===== config.mk =====
export PLATFORM = sky130hd
export DESIGN_NAME = urh_ctrl
export DESIGN_NICKNAME = d
export VERILOG_FILES = /design/src/sv/urh_pkg.sv /design/src/sv/urh_ctrl.sv
export SDC_FILE = /design/constraint.sdc
export NUM_CORES = 1
export LEC_CHECK = 0
export ABC_AREA = 1
export BUFFER_PORTS_ARGS = -buffer_cell sky130_fd_sc_hd__buf_2
export CORE_ASPECT_RATIO = 0.9
export CORE_MARGIN = 10
export CORE_UTILIZATION = 60
export DETAILED_ROUTE_END_ITERATION = 16
export GPL_ROUTABILITY_DRIVEN = 0
export PLACE_DENSITY_LB_ADDON = 0.12
export SETUP_SLACK_MARGIN = 0.05
export SYNTH_ARGS = -nofsm -noshare
export SYNTH_HDL_FRONTEND = slang
export SYNTH_SLANG_ARGS = --single-unit

===== constraint.sdc =====
create_clock -name clk -period 15.5 [get_ports clk]
set_input_delay 0.775 -clock clk [delete_from_list [all_inputs] [get_ports clk]]
set_output_delay 0.775 -clock clk [all_outputs]
set_load 0.05 [all_outputs]

===== src/sv/urh_pkg.sv =====
// urh_pkg: shared constants, command codes and status type for the undo/redo
// history ring. No dependencies; imported by urh_ctrl and the top level.
package urh_pkg;

	// Default geometry
	localparam int DEPTH_DEF     = 256;
	localparam int SNAP_BITS_DEF = 64;

	// Fixed field widths
	localparam int FUNC_W = 3;
	localparam int IDX_W  = 8;
	localparam int CFG_W  = 8;
	localparam int CFGA_W = 2;

	// Command codes
	localparam logic [FUNC_W-1:0] FN_CLEAR = 3'd0;
	localparam logic [FUNC_W-1:0] FN_TICK  = 3'd1;
	localparam logic [FUNC_W-1:0] FN_FORCE = 3'd2;
	localparam logic [FUNC_W-1:0] FN_UNDO  = 3'd3;
	localparam logic [FUNC_W-1:0] FN_REDO  = 3'd4;
	localparam logic [FUNC_W-1:0] FN_READ  = 3'd5;

	// Configuration register indexes
	localparam logic [CFGA_W-1:0] REG_INTERVAL = 2'd0;
	localparam logic [CFGA_W-1:0] REG_MAX_UNDO = 2'd1;
	localparam logic [CFGA_W-1:0] REG_LIMIT_EN = 2'd2;

	// Configuration reset values
	localparam logic [CFG_W-1:0] INTERVAL_RST = 8'd1;
	localparam logic [CFG_W-1:0] MAX_UNDO_RST = 8'd255;

	// Per-command status from control to the result stage
	typedef struct packed {
		logic ok;
		logic from_mem;
		logic undo_possible;
		logic redo_possible;
	} stat_t;

endpackage


===== src/sv/urh_ctrl.sv =====
// urh_ctrl: configuration registers, ring pointers, cursor and tick counter;
// decodes one command per cycle into memory accesses and next state.
// Depends on urh_pkg.
module urh_ctrl #(
	parameter int DEPTH     = 256,
	parameter int SNAP_BITS = 64
) (
	input  logic                          clk,
	input  logic                          arst_n,
	input  logic                          cmd_go,
	input  logic [urh_pkg::FUNC_W-1:0]    func,
	input  logic [SNAP_BITS-1:0]          snapshot,
	input  logic [urh_pkg::IDX_W-1:0]     index,
	input  logic                          cfg_we,
	input  logic [urh_pkg::CFGA_W-1:0]    cfg_index,
	input  logic [urh_pkg::CFG_W-1:0]     cfg_data,
	output logic                          wr_en,
	output logic [$clog2(DEPTH)-1:0]      wr_addr,
	output logic [SNAP_BITS-1:0]          wr_data,
	output logic                          rd_en,
	output logic [$clog2(DEPTH)-1:0]      rd_addr,
	output urh_pkg::stat_t                stat,
	output logic [$clog2(DEPTH+1)-1:0]    cnt_nx,
	output logic [$clog2(DEPTH)-1:0]      cur_nx
);
	import urh_pkg::*;

	localparam int PTR_W = $clog2(DEPTH);
	localparam int CNT_W = $clog2(DEPTH + 1);
	localparam int CW    = (CNT_W > CFG_W + 1) ? CNT_W : CFG_W + 1;

	// ring offset add, operands below DEPTH so one subtract wraps it
	function automatic logic [PTR_W-1:0] slot_add(input logic [PTR_W-1:0] a,
		input logic [CW-1:0] b);
		logic [CW:0] sum;
		begin
			sum = (CW+1)'(a) + (CW+1)'(b);
			if (sum >= (CW+1)'(DEPTH)) begin
				sum = sum - (CW+1)'(DEPTH);
			end
			slot_add = sum[PTR_W-1:0];
		end
	endfunction

	// lowest cursor position undo may reach
	function automatic logic [CW-1:0] low_pos(input logic [CW-1:0] c, input logic lim,
		input logic [CFG_W-1:0] m);
		logic [CW-1:0] mw;
		begin
			mw = CW'(m);
			if (c == '0 || !lim) begin
				low_pos = '0;
			end else if (c - CW'(1) <= mw) begin
				low_pos = '0;
			end else begin
				low_pos = c - CW'(1) - mw;
			end
		end
	endfunction

	logic [CFG_W-1:0] interval_q;
	logic [CFG_W-1:0] max_undo_q;
	logic             limit_q;
	logic [PTR_W-1:0] optr_q;
	logic [CNT_W-1:0] cnt_q;
	logic [PTR_W-1:0] cur_q;
	logic [CFG_W-1:0] tick_q;

	logic [CW-1:0]    cnt_w, cur_w, low_w, keep_w;
	logic [CW-1:0]    trunc_cnt, cnt_a, cnt_b;
	logic [PTR_W-1:0] optr_a, optr_b, rec_slot;
	logic [CFG_W-1:0] tick_inc;
	logic             tick_due;
	logic             store;
	logic [PTR_W-1:0] optr_n;
	logic [CW-1:0]    cnt_n, cur_n, low_n;
	logic [CFG_W-1:0] tick_n;
	logic             ok, from_mem;
	logic [PTR_W-1:0] rslot;

	// configuration writes
	always_ff @(posedge clk or negedge arst_n) begin
		if (!arst_n) begin
			interval_q <= INTERVAL_RST;
			max_undo_q <= MAX_UNDO_RST;
			limit_q    <= 1'b1;
		end else if (cfg_we) begin
			case (cfg_index)
				REG_INTERVAL: interval_q <= cfg_data;
				REG_MAX_UNDO: max_undo_q <= cfg_data;
				REG_LIMIT_EN: limit_q    <= cfg_data[0];
				default:      ;
			endcase
		end
	end

	assign cnt_w  = CW'(cnt_q);
	assign cur_w  = CW'(cur_q);
	assign low_w  = low_pos(cnt_w, limit_q, max_undo_q);
	assign keep_w = CW'(max_undo_q) + CW'(1);

	// record path: drop redo tail, make room, append, apply limit
	always_comb begin
		if (cnt_w != '0 && cur_w + CW'(1) < cnt_w) begin
			trunc_cnt = cur_w + CW'(1);
		end else begin
			trunc_cnt = cnt_w;
		end
		if (trunc_cnt >= CW'(DEPTH)) begin
			optr_a = slot_add(optr_q, CW'(1));
			cnt_a  = CW'(DEPTH - 1);
		end else begin
			optr_a = optr_q;
			cnt_a  = trunc_cnt;
		end
		rec_slot = slot_add(optr_a, cnt_a);
		cnt_b    = cnt_a + CW'(1);
		optr_b   = optr_a;
		if (limit_q && cnt_b > keep_w) begin
			optr_b = slot_add(optr_a, cnt_b - keep_w);
			cnt_b  = keep_w;
		end
	end

	assign tick_inc = tick_q + CFG_W'(1);
	assign tick_due = tick_inc >= interval_q;

	// command decode
	always_comb begin
		optr_n   = optr_q;
		cnt_n    = cnt_w;
		cur_n    = cur_w;
		tick_n   = tick_q;
		store    = 1'b0;
		ok       = 1'b0;
		from_mem = 1'b0;
		rslot    = optr_q;
		case (func)
			FN_CLEAR: begin
				optr_n = '0;
				cnt_n  = '0;
				cur_n  = '0;
				tick_n = '0;
			end
			FN_TICK: begin
				tick_n = tick_inc;
				if (tick_due) begin
					tick_n = '0;
					store  = 1'b1;
				end
			end
			FN_FORCE: begin
				tick_n = '0;
				store  = 1'b1;
			end
			FN_UNDO: begin
				if (cur_w > low_w) begin
					cur_n    = cur_w - CW'(1);
					ok       = 1'b1;
					from_mem = 1'b1;
					rslot    = slot_add(optr_q, cur_w - CW'(1));
				end
			end
			FN_REDO: begin
				if (cnt_w != '0 && cur_w + CW'(1) < cnt_w) begin
					cur_n    = cur_w + CW'(1);
					ok       = 1'b1;
					from_mem = 1'b1;
					rslot    = slot_add(optr_q, cur_w + CW'(1));
				end
			end
			FN_READ: begin
				if (CW'(index) < cnt_w) begin
					ok       = 1'b1;
					from_mem = 1'b1;
					rslot    = slot_add(optr_q, CW'(index));
				end
			end
			default: ;
		endcase
		if (store) begin
			optr_n = optr_b;
			cnt_n  = cnt_b;
			cur_n  = cnt_b - CW'(1);
			ok     = 1'b1;
		end
	end

	// status seen after the command
	assign low_n = low_pos(cnt_n, limit_q, max_undo_q);
	always_comb begin
		stat.ok            = ok;
		stat.from_mem      = from_mem;
		stat.undo_possible = cur_n > low_n;
		stat.redo_possible = (cnt_n != '0) && (cur_n + CW'(1) < cnt_n);
	end

	assign cnt_nx  = cnt_n[CNT_W-1:0];
	assign cur_nx  = cur_n[PTR_W-1:0];
	assign wr_en   = cmd_go & store;
	assign wr_addr = rec_slot;
	assign wr_data = snapshot;
	assign rd_en   = cmd_go & from_mem;
	assign rd_addr = rslot;

	// state update on each accepted beat
	always_ff @(posedge clk or negedge arst_n) begin
		if (!arst_n) begin
			optr_q <= '0;
			cnt_q  <= '0;
			cur_q  <= '0;
			tick_q <= '0;
		end else if (cmd_go) begin
			optr_q <= optr_n;
			cnt_q  <= cnt_n[CNT_W-1:0];
			cur_q  <= cur_n[PTR_W-1:0];
			tick_q <= tick_n;
		end
	end

endmodule

==> results.sh <==
export IMPL_hp_class="flip-flop to flip-flop"
export IMPL_synth_top_family_by_area="simple AND/OR/NAND/NOR gates"
export IMPL_firstDrtPassIters=5
export IMPL_clock_skew_ps=6.10
export IMPL_synth_adder_area_share=0.177
export IMPL_maxSlewViolCount=0
export IMPL_vias_per_cell=5.70
export IMPL_start_kind="flip-flop"
export IMPL_fmax_mhz=93.8
export IMPL_post_route_period_util=0.688
export IMPL_multiInputGateArea_sq_um=6210
export IMPL_reg2regPathDepth=33
export IMPL_ys_ff_latch=50
export IMPL_grt_overflow=0
export IMPL_ctsResizeCount=0
export IMPL_vias=8748
export IMPL_synth_edf_count=0
export IMPL_required_ps=14730
export IMPL_cts_setup_buffers=0
export IMPL_clock_latency_ps=310
export IMPL_min_delay_start="interval_q[4]$_DFFE_PN0P_"
export IMPL_netlist_instances=1355
export IMPL_async_flop_share=1.00
export IMPL_setup_viol=0
export IMPL_endpoint_kind="primary output"
export IMPL_timing_critical_path_mode_cell="nand2_1"
export IMPL_grt_max_degree=51
export IMPL_cts_hold_buf=0
export IMPL_start_util=0.608
export IMPL_post_synth_cell_area_avg_sq_um=6.58
export IMPL_netlist_area_sq_um=8910
export IMPL_ff_latch_area_sq_um=1260
export IMPL_slowest_delay_ps=590
export IMPL_first_global_vias=7903
export IMPL_outcome="completed"
export IMPL_synth_compound_area_frac=0.176
export IMPL_rsz0062_at_grt="false"
export IMPL_diodes=0
export IMPL_dieArea_sq_um=20100
export IMPL_cts_sinks=50
export IMPL_hold_depth=2
export IMPL_whs_endpoint="interval_q[4]$_DFFE_PN0P_"
export IMPL_crit_type="flip-flop to primary output"
export IMPL_drive_gt1_frac=0.115
export IMPL_synth_ff_type="dfrtp_1"
export IMPL_synthMuxAreaShare=0
export IMPL_ys_warn_count=0
export IMPL_wl_per_cell_um=16.9
export IMPL_die_w_um=148
export IMPL_drv_cap=0
export IMPL_tightest_slew_ps=1310
export IMPL_synthSimpleGateAreaFrac=0.269
export IMPL_period_needed_ps=10660
export IMPL_r2r_end="cur_q[7]$_DFFE_PN0P_"
export IMPL_crit_arrival_ps=9880
export IMPL_htreeDepth=2
export IMPL_grt_usage=0.253
export IMPL_fillers=1433
export IMPL_final_antenna_net_count=0
export IMPL_syn2layout_area_growth_pct=1.36
export IMPL_finalHoldViolCount=0
export IMPL_synth_seq_area_share=0.142
export IMPL_synthXorXnorAreaFrac=0.0757
export IMPL_die_h_um=136
export IMPL_hpwl_um=21200
export IMPL_cts_buffers=5
export IMPL_relSlewSlack=0.124
export IMPL_ctsLongestPathBuffers=2
export IMPL_synth_cell_type_count=53
export IMPL_num_io_pins=192
export IMPL_cts_tree="built"
export IMPL_setup_tns_ps=0
export IMPL_cp_slowest_cell="dfrtp_1"
export IMPL_routed_wl_um=25900
export IMPL_final_common_cell="nand2_1"
export IMPL_antenna_found_initial=0
export IMPL_synth_nets=1566
export IMPL_cts_root_buf="clkbuf_16"
export IMPL_place_port_buffers=63
export IMPL_grt_pass1_wl_um=41200
export IMPL_rrSetupSlack_ps=8360
export IMPL_nNetsFinal=1546
export IMPL_core_area_sq_um=14700
export IMPL_std_cell_rows=42
export IMPL_mostFrequentLayoutCells="300 x nand2_1, 201 x inv_1, 115 x ha_1, 94 x o21ai_0, 79 x nor2_1"
export IMPL_drc_errors=0
export IMPL_path_clk_slew_ps=80
export IMPL_r2r_start="cur_q[2]$_DFFE_PN0P_"
export IMPL_dr_first_iter_drc_count=885
export IMPL_cp_max_fo=26
worst max-delay path, delay by kind of cell (launching register included):
family / cells / cell delay, ps
AO/OA/AOI/OAI: 17 / 2730
adder cells (fa/ha/maj): 6 / 1790
flip-flops: 1 / 590
XOR/XNOR: 2 / 490
buffers and inverters: 13 / 1720
AND/OR/NAND/NOR: 19 / 2240
routing by layer:
| layer | global-route usage | wire, um | vias to the layer above |
|---|---|---|---|
| met5 | 0 | 0 | - |
| met4 | 0.0671 | 576 | 0 |
| met3 | 0.0481 | 2320 | 57 |
| met2 | 0.388 | 11300 | 389 |
| met1 | 0.353 | 11700 | 3948 |
| li1 | - | - | 4354 |
registers in the layout, summed over array words and instances (netlist names):
name,count
cnt_q,9
cur_q,8
interval_q,8
max_undo_q,8
optr_q,8
tick_q,8
limit_q,1
cell type report:
class | instances | share of cell area
multi-input cells | 995 | 0.688
well taps | 198 | 0.0274
clock buffers | 5 | 0.0139
clock inverters | 3 | 0.00319
repair buffers | 66 | 0.0374
flip-flops and latches | 50 | 0.140
inverters | 217 | 0.0904
worst max-delay path by stage:
stage                               startpoint       to  slack (ps)  cells after the start
final                     cur_q[2]$_DFFE_PN0P_  stat[1]        4840                     57
after global routing      cur_q[0]$_DFFE_PN0P_  stat[1]        3720                     63
after CTS                 cur_q[2]$_DFFE_PN0P_  stat[1]        5060                     57
after detailed placement  cur_q[2]$_DFFE_PN0P_  stat[1]        5420                     57
after global placement    cur_q[2]$_DFFE_PN0P_  stat[1]        5750                     57
after floorplan           cur_q[3]$_DFFE_PN0P_  stat[1]        6310                     57
metrics by stage:
step,worst slack (ps),hold WS [ps],instance area [sq um],utilization,cells
2_1_floorplan,6310,453,8910,-,1355
3_3_place_gp,5750,469,8880,0.606,1526
3_5_place_dp,5420,473,8880,0.606,1526
4_1_cts,5060,493,9030,0.616,1534
5_1_grt,3720,507,9030,0.616,1534
6_report,4840,492,9030,0.616,1534
cells in the mapped netlist (8+ instances only):
| cell | n | area share |
|---|---|---|
| nand2_1 | 300 | 0.13 |
| inv_1 | 201 | 0.085 |
| ha_1 | 115 | 0.16 |
| o21ai_0 | 94 | 0.053 |
| nor2_1 | 79 | 0.033 |
| nand3_1 | 77 | 0.043 |
| a21oi_1 | 71 | 0.040 |
| buf_4 | 66 | 0.056 |
| xor2_1 | 61 | 0.060 |
| dfrtp_1 | 40 | 0.11 |
| o211ai_1 | 25 | 0.021 |
| clkbuf_1 | 20 | 0.0084 |
| nand4_1 | 17 | 0.012 |
| o22ai_1 | 16 | 0.011 |
| xnor2_1 | 16 | 0.016 |
| nand2_2 | 15 | 0.011 |
| inv_2 | 13 | 0.0055 |
| nor3_1 | 13 | 0.0073 |
| o21bai_1 | 11 | 0.0093 |
| dfstp_2 | 10 | 0.029 |
| o2111ai_1 | 8 | 0.0079 |
cells by family after synthesis:
kind of cell | count (synthesis)
AOI/OAI and AO/OA | 259
xor gates and xnor gates | 77
adders and majority gates | 122
buffers and inverters | 310
DFF | 50
and+or+nand+nor | 537
Power is not shown: default switching activity piles up to over one toggle a cycle in this logic, so the estimate is an artifact.
